--- src/rtl/tscr_pkg.sv ---
// Shared types and constants of the scrolling tile-map row renderer.
`timescale 1ns / 1ps
`default_nettype none

package tscr_pkg;

  // Configuration port address width: eight 32-bit registers.
  localparam int unsigned PADDR_W = 5;

  // Largest supported tile size, as a log2.
  localparam logic [2:0] TILE_LOG2_MAX = 3'd5;

  typedef struct packed {
    logic [2:0]  tile_w_log2;
    logic [2:0]  tile_h_log2;
    logic [11:0] screen_left;
    logic [11:0] screen_top;
    logic [11:0] visible_w;
    logic [11:0] visible_h;
    logic [12:0] world_tiles_w;
    logic [12:0] world_tiles_h;
  } tscr_cfg_t;

  // Commands from the controller to the datapath.
  typedef struct packed {
    logic capture;   // request accepted: hold its fields
    logic mem_we;    // request is a map write
    logic calc;      // work out counts, fine offsets and row clipping
    logic base;      // form the first map address
    logic col_adv;   // emit one column and step to the next
    logic ack_load;  // emit a single non-draw result
  } tscr_cmd_t;

  // Status from the datapath to the controller.
  typedef struct packed {
    logic empty;     // row outside the visible rows, or no columns
    logic last_col;  // current column is the final one of the row
  } tscr_sts_t;

endpackage

`default_nettype wire

--- src/rtl/tscr_ctrl.sv ---
// Controller state machine: sequences map writes and row draws.
`timescale 1ns / 1ps
`default_nettype none

module tscr_ctrl
  import tscr_pkg::*;
(
  input  wire logic  clk_i,
  input  wire logic  rst_ni,
  input  wire logic  in_valid_i,
  output logic       in_ready_o,
  input  wire logic  op_i,
  output logic       out_valid_o,
  input  wire logic  out_ready_i,
  input  tscr_sts_t  sts_i,
  output tscr_cmd_t  cmd_o
);

  localparam logic [2:0] S_IDLE = 3'd0;
  localparam logic [2:0] S_CALC = 3'd1;
  localparam logic [2:0] S_BASE = 3'd2;
  localparam logic [2:0] S_RUN  = 3'd3;
  localparam logic [2:0] S_ACK  = 3'd4;

  logic [2:0] state_q, state_d;
  logic       ovalid_q, ovalid_d;
  logic       out_free;
  logic       out_load;

  assign out_free = !ovalid_q || out_ready_i;

  always_comb begin
    state_d    = state_q;
    cmd_o      = '0;
    in_ready_o = 1'b0;
    case (state_q)
      S_IDLE: begin
        in_ready_o = 1'b1;
        if (in_valid_i) begin
          cmd_o.capture = 1'b1;
          cmd_o.mem_we  = !op_i;
          state_d       = op_i ? S_CALC : S_ACK;
        end
      end
      S_CALC: begin
        cmd_o.calc = 1'b1;
        state_d    = S_BASE;
      end
      S_BASE: begin
        cmd_o.base = 1'b1;
        state_d    = sts_i.empty ? S_ACK : S_RUN;
      end
      S_RUN: begin
        if (out_free) begin
          cmd_o.col_adv = 1'b1;
          if (sts_i.last_col) begin
            state_d = S_IDLE;
          end
        end
      end
      S_ACK: begin
        if (out_free) begin
          cmd_o.ack_load = 1'b1;
          state_d        = S_IDLE;
        end
      end
      default: begin
        state_d = S_IDLE;
      end
    endcase
  end

  assign out_load = cmd_o.col_adv || cmd_o.ack_load;

  always_comb begin
    if (out_load) begin
      ovalid_d = 1'b1;
    end else if (out_ready_i) begin
      ovalid_d = 1'b0;
    end else begin
      ovalid_d = ovalid_q;
    end
  end

  always_ff @(posedge clk_i or negedge rst_ni) begin
    if (!rst_ni) begin
      state_q  <= S_IDLE;
      ovalid_q <= 1'b0;
    end else begin
      state_q  <= state_d;
      ovalid_q <= ovalid_d;
    end
  end

  assign out_valid_o = ovalid_q;

endmodule

`default_nettype wire

--- config.mk ---
export PLATFORM = sky130hd
export DESIGN_NAME = tscr_ctrl
export DESIGN_NICKNAME = d
export VERILOG_FILES = /design/src/rtl/tscr_pkg.sv /design/src/rtl/tscr_ctrl.sv
export SDC_FILE = /design/constraint.sdc
export NUM_CORES = 1
export LEC_CHECK = 0
export BUFFER_PORTS_ARGS = -buffer_cell sky130_fd_sc_hd__clkbuf_2
export CAP_MARGIN = 25
export CELL_PAD_IN_SITES_DETAIL_PLACEMENT = 1
export CELL_PAD_IN_SITES_GLOBAL_PLACEMENT = 1
export CORE_AREA = 2 2 39 41
export CTS_CLUSTER_DIAMETER = 100
export CTS_CLUSTER_SIZE = 30
export DETAILED_ROUTE_END_ITERATION = 8
export DIE_AREA = 0 0 41 43
export GPL_ROUTABILITY_DRIVEN = 0
export PLACE_DENSITY_LB_ADDON = 0.1
export SLEW_MARGIN = 40
export SYNTH_ARGS = -nofsm -noshare
export SYNTH_HDL_FRONTEND = slang
export SYNTH_SLANG_ARGS = --single-unit
--- constraint.sdc ---
create_clock -name clk_i -period 1.5 [get_ports clk_i]
set_input_delay 0.3 -clock clk_i [delete_from_list [all_inputs] [get_ports clk_i]]
set_output_delay 0.3 -clock clk_i [all_outputs]
set_load 0.01 [all_outputs]
# Word-level counts from Yosys, hierarchy flattened

Index checks and enable logic that the tools add are counted.

Register bits: 4
Bits of input ports: 7
Output and inout bits: 8
Logic and storage cells: 34

Equal/unequal tests: 8
Mux-type cells: 17
Reduce and logical (&&, ||, !) cells: 7

Operators with widths:

| cell                                                            | count |
|---|---|
| 3-bit 2-to-1 mux                                                | 6 |
| 3-bit one-hot mux with 5 select lines                           | 1 |
| 1-bit 2-to-1 mux                                                | 8 |
| 2-bit != test, second input constant                            | 4 |
| 3-bit by 2-bit == test with 1-bit output, second input constant | 2 |
| 2-bit 2-to-1 mux                                                | 2 |
| 4-bit AND reduction                                             | 1 |
| 3-bit by 1-bit == test with 1-bit output, second input constant | 1 |
| 3-bit == test, second input constant                            | 1 |
| 3-bit zero test                                                 | 1 |
| 1-bit zero test                                                 | 2 |
| 1-bit logical OR                                                | 2 |
| 2-bit nonzero test                                              | 1 |

# Depth between registers and ports, before layout

Depth in word-level cells: 6
Depth in mapped cells: 4
Mapped depth without buffers: 3

# Least setup slack after synthesis

No wires, ideal clock.

Path type: register to output
From: reg state_q[0]
To: out cmd_o[4] (netlist name)
Arrival time: 1.191 ns
Slack: 0.009 ns
Cell stages (with the launch flop): 5
Path through: dfrtp_1 > buf_6 > nor3_2 > and2_1 > nor2b_1

RTL lines:

| what                   | RTL line        | text |
|---|---|---|
| from (decl)            | tscr_ctrl.sv:25 | `logic [2:0] state_q, state_d;` |
| from (signal assigned) | tscr_ctrl.sv:90 | `state_q <= state_d;` |
| to (decl)              | tscr_ctrl.sv:16 | `output tscr_cmd_t cmd_o` |

==> impl_results.md <==
* Share of cells above drive strength 1 at 0.529
* Clk slew on worst S/H paths at approximately 0.040 ns
* EDFF count, synth at 0
* Grt ovf at 0
* Int Pwr at 0.000490 W
* Post-synthesis cell count at 32
* Comb pwr share at 0.588
* DP HPWL at 579 um
* Met1 Use GR at 0.128
* Failing checks: setup timing
* Clock Sinks at 4
* Worst reg2reg path startpoint: state_q[0]
* First-pass GRT wire length at 1370 um
* Initial DRC Count at 5
* Worst hold path endpoint: state_q[0]
* FF+latch area at 101 um^2
* Synth warn at 0
* Max Fclk at roughly 660 MHz
* Detailed Routing Iterations Pass 1 at 3
* Sw Pwr at 0.000352 W
* Buf+Inv Stages, Crit Path at 1
* Post-synthesis mux area share at 0
* Worst path top cell family by delay: simple AND/OR/NAND/NOR gates
* Seq/Total Area, Yosys at 0.354
* Worst Reg-to-Reg Cells at 3
* Synthesized flop and latch total at 4
* Crit path max fanout at 2
* Synth Area in Compound Gates at 0.150
* Layout fillers at 172
* Routed Antenna Nets at 0
* Initial antenna violation count at 0
* RR Endpoint: state_q[2]
* Count leader, synth: nor2_1
* Area contributors post-synth: dfrtp_1, nor2_1, nand3b_1
* GRT Overall Usage at 0.122
* Via count at 320
* Final nets at 60
* Slew Limit Fails at 0
* Synth unique cells at 21
* Crit path arrival time at 1.22 ns
* Min-delay src: op_i
* Seq pwr share at 0.251
* R2R setup slack at 0.20 ns
* Die ar. at 0.00176 mm^2
* Clock power share at 0.161
* Post-route worst setup slack at -0.0224 ns
* Setup tns final at -0.0224 ns
* Max incr delay on CP at 0.38 ns
* VDD IR max at 0.421 mV
* Worst-path cell chain: nor3_2 -> and2_4 -> nor2b_1 -> buf_2
* Global route hottest layer: met2
* Core box area at 0.00138 mm^2
* Crit. End Element: primary output
* P_leak at 0.223 nW
* Initial Util at 0.204
* Setup Skew at about 0.0014 ns
* Slew headroom at 0.805
* Worst EP required at 1.20 ns
* Hold Path Cell Cnt at 3
* Multi-input logic area at about 170 um^2
* Post-synth top flop: dfrtp_1
* Period utilization at 1.01
* Die Y at 43 um
* Pin count of the biggest net entering global routing at 12
* Clk_lat worst skew at between 0.2 and 0.25 ns
* Area Growth Syn to Fin at 51.3%
* Final setup viols at 1
* Status: finished, violations left
* Max Cap Violations at 0
* Root buf cell: clkbuf_4
* Met3 Use GR at 0.0314
* TritonCTS clock tree: built
* Slew @ Worst Pin at 0.290 ns
* Period minus WS final at 1.52 ns
* Vias in the first global route at 330
* Avg WL per Cell at 12.4 um
* Synth Area in Adders at 0
* Residual DRC count at 0
* Hold Vio Cnt, Final at 0
* Fin util at 0.309
* Syn nets at 39
* Post-synthesis average cell area at 8.84 um^2
* Leading area contributor after synthesis: dfrtp_1
* Synthesized area at 283 um^2
* Sw Share at 0.418
* I/O Buffers at 14
* WL final at 828 um
* Vias/cell at 4.78
* Total CTS buffers at 3
* RSZ-0062 raised after global routing: yes
* Die Width at 41 um
* WS Path Type: reg -> out
* I/O pin total at 15
* CTS H-tree depth at 1
* Clock buffer depth at 2
* Combinational family with the most area after synthesis: simple AND/OR/NAND/NOR gates
* Post-synthesis async set-or-reset flop share at 1.00
* Synth cell count leaders: nor2_1, dfrtp_1
* Min-Delay Path Class: in -> reg
* Startpoint Class: flop
* Pwr/cell area at 1970 mW/mm^2
* # diodes at 0
* FP Rows at 14
* Yosys top cell area share at 0.354
* Slowest-stage cell, CP: dfrtp_1
* Synth Area in XOR/XNOR at 0
* Simple-Gate Fraction of Synth Area at 0.394
* Levels on crit path at 4
* Met2 usage at 0.178
==> power by group through the flow <==
stage                     Clock [W]  Combinational (W)  Sequential, W
after CTS                  0.000140           0.000472       0.000209
after global placement            0           0.000413       0.000219
final                      0.000136           0.000495       0.000211
after detailed placement          0           0.000418       0.000218
after global routing       0.000149           0.000546       0.000222
after floorplan                   0           0.000308       0.000191
==> per-stage QoR <==
step	total power, W	instances	instance area, um^2	hold slack, ns	setup slack (ns)
floorplan	0.000499	32	283	0.00441	0.00889
global placement	0.000631	61	367	0.110	0.211
detailed placement	0.000636	61	367	0.107	0.152
CTS	0.000821	67	420	0.366	-0.0641
global route	0.000917	67	428	0.382	-0.0931
finish	0.000842	67	428	0.363	-0.0224
==> flip-flops by register name (all words and copies together) (netlist names) <==
signal and cells:
out_valid_o 1, state_q 3
==> cell usage in the layout (no fill, tap or decap), drive strengths merged <==
cell type     n
clkbuf       15
buf           6
nor2          5
dfrtp         4
nor3b         2
nand3b        2
inv           2
nor3          1
and2          1
nor2b         1
and2b         1
nand2         1
a21oi         1
o21ai         1
a221oi        1
nand2b        1
nand3         1
a311oi        1
a22oi         1
or4b          1
o31ai         1
dlygate4sd3   1
==> worst min-delay path: stages <==
cell	delay (ns)
clkbuf_2	0.10
nand3b_1	0.08
a221oi_1	0.08
==> kinds of logic (layout without fill, tap and decap cells) <==
group | Yosys count | after routing
and+or+nand+nor | 17 | 17
AOI/OAI and AO/OA | 6 | 6
buffers and inverters | 5 | 24
DFF | 4 | 4
==> routing by layer <==
metal,vias up,part of all wire
li1,152,-
met2,13,0.55
met3,4,0.040
met1,151,0.36
met4,0,0.053
met5,-,0
==> worst max-delay path by stage <==
| stage | slack (ns) | from | end |
|---|---|---|---|
| 4_1_cts | -0.06 | state_q[0] | cmd_o[4] |
| 5_1_grt | -0.09 | state_q[0] | cmd_o[4] |
| 3_5_place_dp | 0.15 | state_q[2] | cmd_o[4] |
| 6_report | -0.02 | state_q[0] | cmd_o[4] |
| 2_1_floorplan | 0.009 | state_q[0] | cmd_o[4] |
| 3_3_place_gp | 0.21 | state_q[2] | cmd_o[4] |
==> what timing repair did <==
item                                   CTS  global route
hold buffers                             1             0
endpoints found under the hold margin    4             0
setup endpoints to repair                3             5
gates resized for setup                  2             4
buffers inserted                         2             0
pin swaps                                1             0
==> area by class of cell <==
class / count / share of cell area
clock buffer: 3 / 0.0526
sequential: 4 / 0.237
multi-input combinational: 23 / 0.389
tap: 16 / 0.0468
timing repair buffer: 19 / 0.257
inverter: 2 / 0.0175
Note: power is estimated with default switching activity, not from simulation.
