File: config.mk
export PLATFORM = sky130hd
export DESIGN_NAME = tscr_cfg
export DESIGN_NICKNAME = d
export VERILOG_FILES = /design/src/rtl/tscr_pkg.sv /design/src/rtl/tscr_cfg.sv
export SDC_FILE = /design/constraint.sdc
export NUM_CORES = 1
export LEC_CHECK = 0
export BUFFER_PORTS_ARGS = -buffer_cell sky130_fd_sc_hd__buf_4
export CAP_MARGIN = 10
export CELL_PAD_IN_SITES_DETAIL_PLACEMENT = 1
export CELL_PAD_IN_SITES_GLOBAL_PLACEMENT = 1
export CORE_MARGIN = 3
export CORE_UTILIZATION = 41
export DETAILED_ROUTE_END_ITERATION = 12
export GPL_TIMING_DRIVEN = 0
export PLACE_DENSITY_LB_ADDON = 0.1
export SETUP_SLACK_MARGIN = 0.5
export SYNTH_ARGS = -nofsm -noshare
export SYNTH_HDL_FRONTEND = slang
export SYNTH_SLANG_ARGS = --single-unit
File: constraint.sdc
create_clock -name clk_i -period 2.27 [get_ports clk_i]
set_input_delay 0.3405 -clock clk_i [delete_from_list [all_inputs] [get_ports clk_i]]
set_output_delay 0.3405 -clock clk_i [all_outputs]
set_load 0.05 [all_outputs]
File: src/rtl/tscr_pkg.sv
// Shared types and constants of the scrolling tile-map row renderer.
`timescale 1ns / 1ps
`default_nettype none

package tscr_pkg;

  // Configuration port address width: eight 32-bit registers.
  localparam int unsigned PADDR_W = 5;

  // Largest supported tile size, as a log2.
  localparam logic [2:0] TILE_LOG2_MAX = 3'd5;

  typedef struct packed {
    logic [2:0]  tile_w_log2;
    logic [2:0]  tile_h_log2;
    logic [11:0] screen_left;
    logic [11:0] screen_top;
    logic [11:0] visible_w;
    logic [11:0] visible_h;
    logic [12:0] world_tiles_w;
    logic [12:0] world_tiles_h;
  } tscr_cfg_t;

  // Commands from the controller to the datapath.
  typedef struct packed {
    logic capture;   // request accepted: hold its fields
    logic mem_we;    // request is a map write
    logic calc;      // work out counts, fine offsets and row clipping
    logic base;      // form the first map address
    logic col_adv;   // emit one column and step to the next
    logic ack_load;  // emit a single non-draw result
  } tscr_cmd_t;

  // Status from the datapath to the controller.
  typedef struct packed {
    logic empty;     // row outside the visible rows, or no columns
    logic last_col;  // current column is the final one of the row
  } tscr_sts_t;

endpackage

`default_nettype wire

File: src/rtl/tscr_cfg.sv
// Configuration register file behind the APB-style port.
`timescale 1ns / 1ps
`default_nettype none

module tscr_cfg
  import tscr_pkg::*;
(
  input  wire logic               clk_i,
  input  wire logic               rst_ni,
  input  wire logic               psel,
  input  wire logic               penable,
  input  wire logic               pwrite,
  input  wire logic [PADDR_W-1:0] paddr,
  input  wire logic [31:0]        pwdata,
  output logic      [31:0]        prdata,
  output tscr_cfg_t               cfg_o
);

  localparam logic [2:0] REG_TILE_W_LOG2   = 3'd0;
  localparam logic [2:0] REG_TILE_H_LOG2   = 3'd1;
  localparam logic [2:0] REG_SCREEN_LEFT   = 3'd2;
  localparam logic [2:0] REG_SCREEN_TOP    = 3'd3;
  localparam logic [2:0] REG_VISIBLE_W     = 3'd4;
  localparam logic [2:0] REG_VISIBLE_H     = 3'd5;
  localparam logic [2:0] REG_WORLD_TILES_W = 3'd6;
  localparam logic [2:0] REG_WORLD_TILES_H = 3'd7;

  tscr_cfg_t  cfg_q;
  logic       wr_en;
  logic [2:0] reg_idx;

  assign wr_en   = psel && penable && pwrite;
  assign reg_idx = paddr[PADDR_W-1:2];

  always_ff @(posedge clk_i or negedge rst_ni) begin
    if (!rst_ni) begin
      cfg_q.tile_w_log2   <= 3'd3;
      cfg_q.tile_h_log2   <= 3'd3;
      cfg_q.screen_left   <= 12'd0;
      cfg_q.screen_top    <= 12'd0;
      cfg_q.visible_w     <= 12'd320;
      cfg_q.visible_h     <= 12'd240;
      cfg_q.world_tiles_w <= 13'd64;
      cfg_q.world_tiles_h <= 13'd64;
    end else if (wr_en) begin
      case (reg_idx)
        REG_TILE_W_LOG2:   cfg_q.tile_w_log2   <= pwdata[2:0];
        REG_TILE_H_LOG2:   cfg_q.tile_h_log2   <= pwdata[2:0];
        REG_SCREEN_LEFT:   cfg_q.screen_left   <= pwdata[11:0];
        REG_SCREEN_TOP:    cfg_q.screen_top    <= pwdata[11:0];
        REG_VISIBLE_W:     cfg_q.visible_w     <= pwdata[11:0];
        REG_VISIBLE_H:     cfg_q.visible_h     <= pwdata[11:0];
        REG_WORLD_TILES_W: cfg_q.world_tiles_w <= pwdata[12:0];
        REG_WORLD_TILES_H: cfg_q.world_tiles_h <= pwdata[12:0];
        default: ;
      endcase
    end
  end

  always_comb begin
    case (reg_idx)
      REG_TILE_W_LOG2:   prdata = 32'(cfg_q.tile_w_log2);
      REG_TILE_H_LOG2:   prdata = 32'(cfg_q.tile_h_log2);
      REG_SCREEN_LEFT:   prdata = 32'(cfg_q.screen_left);
      REG_SCREEN_TOP:    prdata = 32'(cfg_q.screen_top);
      REG_VISIBLE_W:     prdata = 32'(cfg_q.visible_w);
      REG_VISIBLE_H:     prdata = 32'(cfg_q.visible_h);
      REG_WORLD_TILES_W: prdata = 32'(cfg_q.world_tiles_w);
      REG_WORLD_TILES_H: prdata = 32'(cfg_q.world_tiles_h);
      default:           prdata = 32'd0;
    endcase
  end

  assign cfg_o = cfg_q;

endmodule

`default_nettype wire

* Yosys cells after proc, flatten, opt, wreduce, memory -nomap -nowiden *
Index checks and enable logic that the tools add are counted.

word-level totals
  register bits after elaboration = 80
  output and inout port bits = 112

cells by class
  reduce and logical (&&, ||, !) cells = 11
  equality and inequality tests = 7
  multiplexer cells = 1

operator list
  cell                                            number
  case mux 32 bit (8 select lines)                1
  AND reduction 2 bit                             8
  == test 3 bit (second input constant)           4
  == test 3 x 2 -> 1 bit (second input constant)  2
  == test 3 x 1 -> 1 bit (second input constant)  1
  logical NOT 3 bit                               1
  logical AND 1 bit                               2

* Longest topological paths before layout *
  depth after elaboration = 3
  gate-level depth with buffers = 6
  depth with buffers taken out = 3

* Worst setup path after synthesis *
OpenSTA, ideal clock, no wires.

  path kind = register to output
  start point = register cfg_q, in the netlist cfg_o[46]
  end point = output prdata[8]
  required time = 1.929 ns
  data arrival time = 1.734 ns
  stages on the path, launching flop included = 4
  slack = 0.195 ns
  cells stage by stage = dfstp_2 -> mux2_2 -> a221oi_1 -> a21oi_1

between the ends
  cells in the longest elaborated chain, start to end = 1

ends and longest elaborated chain
  item                              line            source
  start: declaration                tscr_cfg.sv:28  tscr_cfg_t cfg_q;
  case mux 32 bit (8 select lines)  tscr_cfg.sv:61  case (reg_idx)
  end: declaration                  tscr_cfg.sv:15  output logic [31:0] prdata,

Every way passes these cells. The select of a mux whose other input is x is not followed.

* Worst setup path after layout *
  start point = register cfg_q, in the netlist cfg_o[52]
  end point = output prdata[2]

Same word-level chain as after synthesis.

==> metrics.md <==
| Metric | Value |
|---|---|
| Status | `finished clean` |
| Compound-cell area share of the yosys netlist | `0.03920` |
| Top-area cell type share of the netlist area | `0.4370` |
| Hold_buf cts | `0` |
| CP endpoint kind | `output pin` |
| Mux share of post-synthesis cell area | `0.3368` |
| # nets final | `501` |
| RSZ-0062 raised after global routing | `true` |
| Ant diodes | `0` |
| Floorplan core area | `8976 um2` |
| Vias/cell | `5.007` |
| ANT nets after route | `0` |
| Share of cells above drive strength 1 | `0.7155` |
| Max FFs per register | `80` |
| Final instance area | `5746 um2` |
| Iter 0 DRT Violations | `97` |
| CTS tree | `done` |
| CTS H-tree depth | `3` |
| Slowest cell on crit path | `mux4_2` |
| CP Cell Sequence | `mux4_2, mux2_4, buf_6` |
| Initial DRT Pass Iterations | `4` |
| Mapped Cells | `275` |
| Bufs and invs on worst path | `1` |
| Starting Density | `0.4338` |
| Cell Int Power | `3.348 mW` |
| Global-route wire length before repair | `17.81 mm` |
| Post-synth top area cell | `dfrtp_1` |
| Max-cap viol count | `0` |
| Setup ws final | `0.2834 ns` |
| Share of power burned in registers | `0.338` |
| Final setup violation count | `0` |
| # port buffers | `111` |
| Flops & latches, synth | `80` |
| Combinational fraction of design power | `0.478` |
| Period minus WS final | `1.987 ns` |
| P_leak | `2.830 nW` |
| Largest net degree at the start of global routing | `81` |
| Peak VDD IR | `0.0005851 V` |
| Clk_skew | `0 ns` |
| Final Max Tran Viols | `0` |
| Slowest stage delay, CP | `0.48 ns` |
| Critical Path AT | `1.65 ns` |
| Sw frac | `0.4222` |
| Slew HR | `0.3183` |
| Syn. warnings | `0` |
| Initial antenna violation count | `0` |
| WL/cell | `20.60 um` |
| P per Cell Area | `1009 nW/um2` |
| Synth Area in XOR/XNOR | `0` |
| Pre-CTS WS | `0.01040 ns` |
| Root buffer cell | `clkbuf_8` |
| Peak Freq | `0.5034 GHz` |
| Height of the die | `103.5 um` |
| Die Width | `103.5 um` |
| Crit path max fanout | `2` |
| Hold Vio Cnt, Final | `0` |
| Total grt overflow | `0` |
| Total net switching power | `2.446 mW` |
| Mapped Area | `3894 um2` |
| Layout area overhead | `47.56%` |
| Register area share after synthesis | `0.5180` |
| Period utilization | `0.8752` |
| DR vias | `2954` |
| Placement row count | `34` |
| HPWL after detailed placement | `7.755 mm` |
| Vias in the first global route | `3068` |
| GR Util All Layers | `0.2270` |
| Largest family of logic cells by synthesized area | `multiplexers` |
| Simple-gate share of the synthesized area | `0.04081` |
| Drt total wl | `12.16 mm` |
| Worst hold path type | `primary input to async pin` |
| Synth cell types | `30` |
| Top area cells in the synthesized netlist | `dfrtp_1 (44%), mux2_2 (25%), dfstp_2 (8.1%)` |
| CP required | `1.93 ns` |
| Die footprint | `10700 um2` |
| DRC | `0` |
| GP Congestion | `0.7586` |
| Synth Area in Adders | `0` |
| Sink Count | `80` |
| CP Launch Type | `register` |
| Util after Layout | `0.6401` |
| Mean Syn Cell Area | `14.16 um2` |
| Cell family contributing the most delay on the critical path | `multiplexers` |
| Clk slew on worst S/H paths | `0.08 ns` |
| Worst slew pin tran | `1.023 ns` |
| Clock share of power | `0.185` |
| Worst skew pair latency | `0.34 ns` |
| Max Root-Sink Buffers | `2` |
| CTS buffer count | `9` |
| Crit Path Category | `register to output pin` |
| Placed inst area | `5001 um2` |
| I/O pins | `154` |
cell usage after synthesis, drive strengths merged:
master and count:
a22oi 1, a22o 8, mux2 91, nor2 8
o221ai 3, dfrtp 68, nor2b 1, nand4b 1
or3 1, conb 1, a21oi 1, nor3 1
nand2b 2, nand3 2, dfstp 12, mux2i 14
nand2 5, o21ai 7, buf 34, mux4 6
nand4 1, nand3b 5, a221oi 1, clkbuf 1
cell usage in the layout, fill, tap and decap left out, types with 3 or more instances in the layout:
master,Yosys,layout
dfstp_2,12,12
buf_12,0,5
mux2_2,87,84
nand3b_1,5,5
conb_1,1,19
o21ai_0,7,5
dfrtp_1,68,68
a22o_1,8,3
mux2i_1,14,10
mux2_4,3,6
mux4_2,6,6
a22o_2,0,5
buf_4,26,169
buf_6,2,7
clkbuf_8,0,11
nand2_1,5,3
nor2_1,8,7
buf_8,0,5
mux2i_2,0,3
power by group through the flow:
stage	clock, mW	sequential, mW	combinational (mW)
3_3_place_gp	0	1.98	2.41
3_5_place_dp	0	1.99	2.44
6_report	1.07	1.96	2.77
5_1_grt	1.17	1.99	2.90
4_1_cts	1.09	1.95	2.64
2_1_floorplan	0	2.93	0.737
cells by family (layout without fill, tap and decap cells):
logic type	Yosys count	in the layout
other cells	1	19
mux	111	111
simple gates	27	27
buf+inv	35	206
compound gates	21	21
flops	80	80
stage by stage:
stage                     setup TNS [ns]  total power, mW  std cells  hold slack, ns
after floorplan                        0            3.670        293         0.04491
after global placement         -0.003146            4.388        530          0.5147
after detailed placement               0            4.435        530          0.5223
after CTS                              0            5.671        572          0.2017
after global routing                   0            6.063        590          0.2225
final                                  0            5.795        590          0.1600
metal layers:
layer,GRT usage,part of all wire,vias up
met3,0.05097,0.061,7
met5,0,0,-
met1,0.3075,0.44,1507
li1,-,-,1339
met2,0.3701,0.49,101
met4,0.05976,0.0087,0
final timing paths:
check                           startpoint        end  slack, ns  cells past startpoint
worst max-delay path             cfg_o[52]  prdata[2]       0.28                      3
max in group asynchronous           rst_ni  cfg_o[53]       1.45                      1
min in group clk_i              pwdata[12]  cfg_o[12]       0.23                      2
worst min-delay path                rst_ni  cfg_o[28]       0.16                      1
worst max register to register   cfg_o[10]  cfg_o[10]       1.22                      3
worst min register to register   cfg_o[79]  cfg_o[79]       0.54                      1
final cells by class:
class,count,area (um2)
fill,920,3231
sequential,80,2017
multi-input combinational,178,1784
timing repair buffer,155,1260
buffer,35,327.8
clock buffer,13,158.9
tap,126,157.7
clock inverter,3,40.04
timing repair:
| action | CTS | global route |
|---|---|---|
| cloned | 2 | 0 |
| buffers inserted | 24 | 18 |
| endpoints found under the setup margin | 13 | 12 |
| gates resized for setup | 34 | 17 |
| pin swaps | 1 | 2 |
No activity file was read; power rests on OpenSTA's default activity.
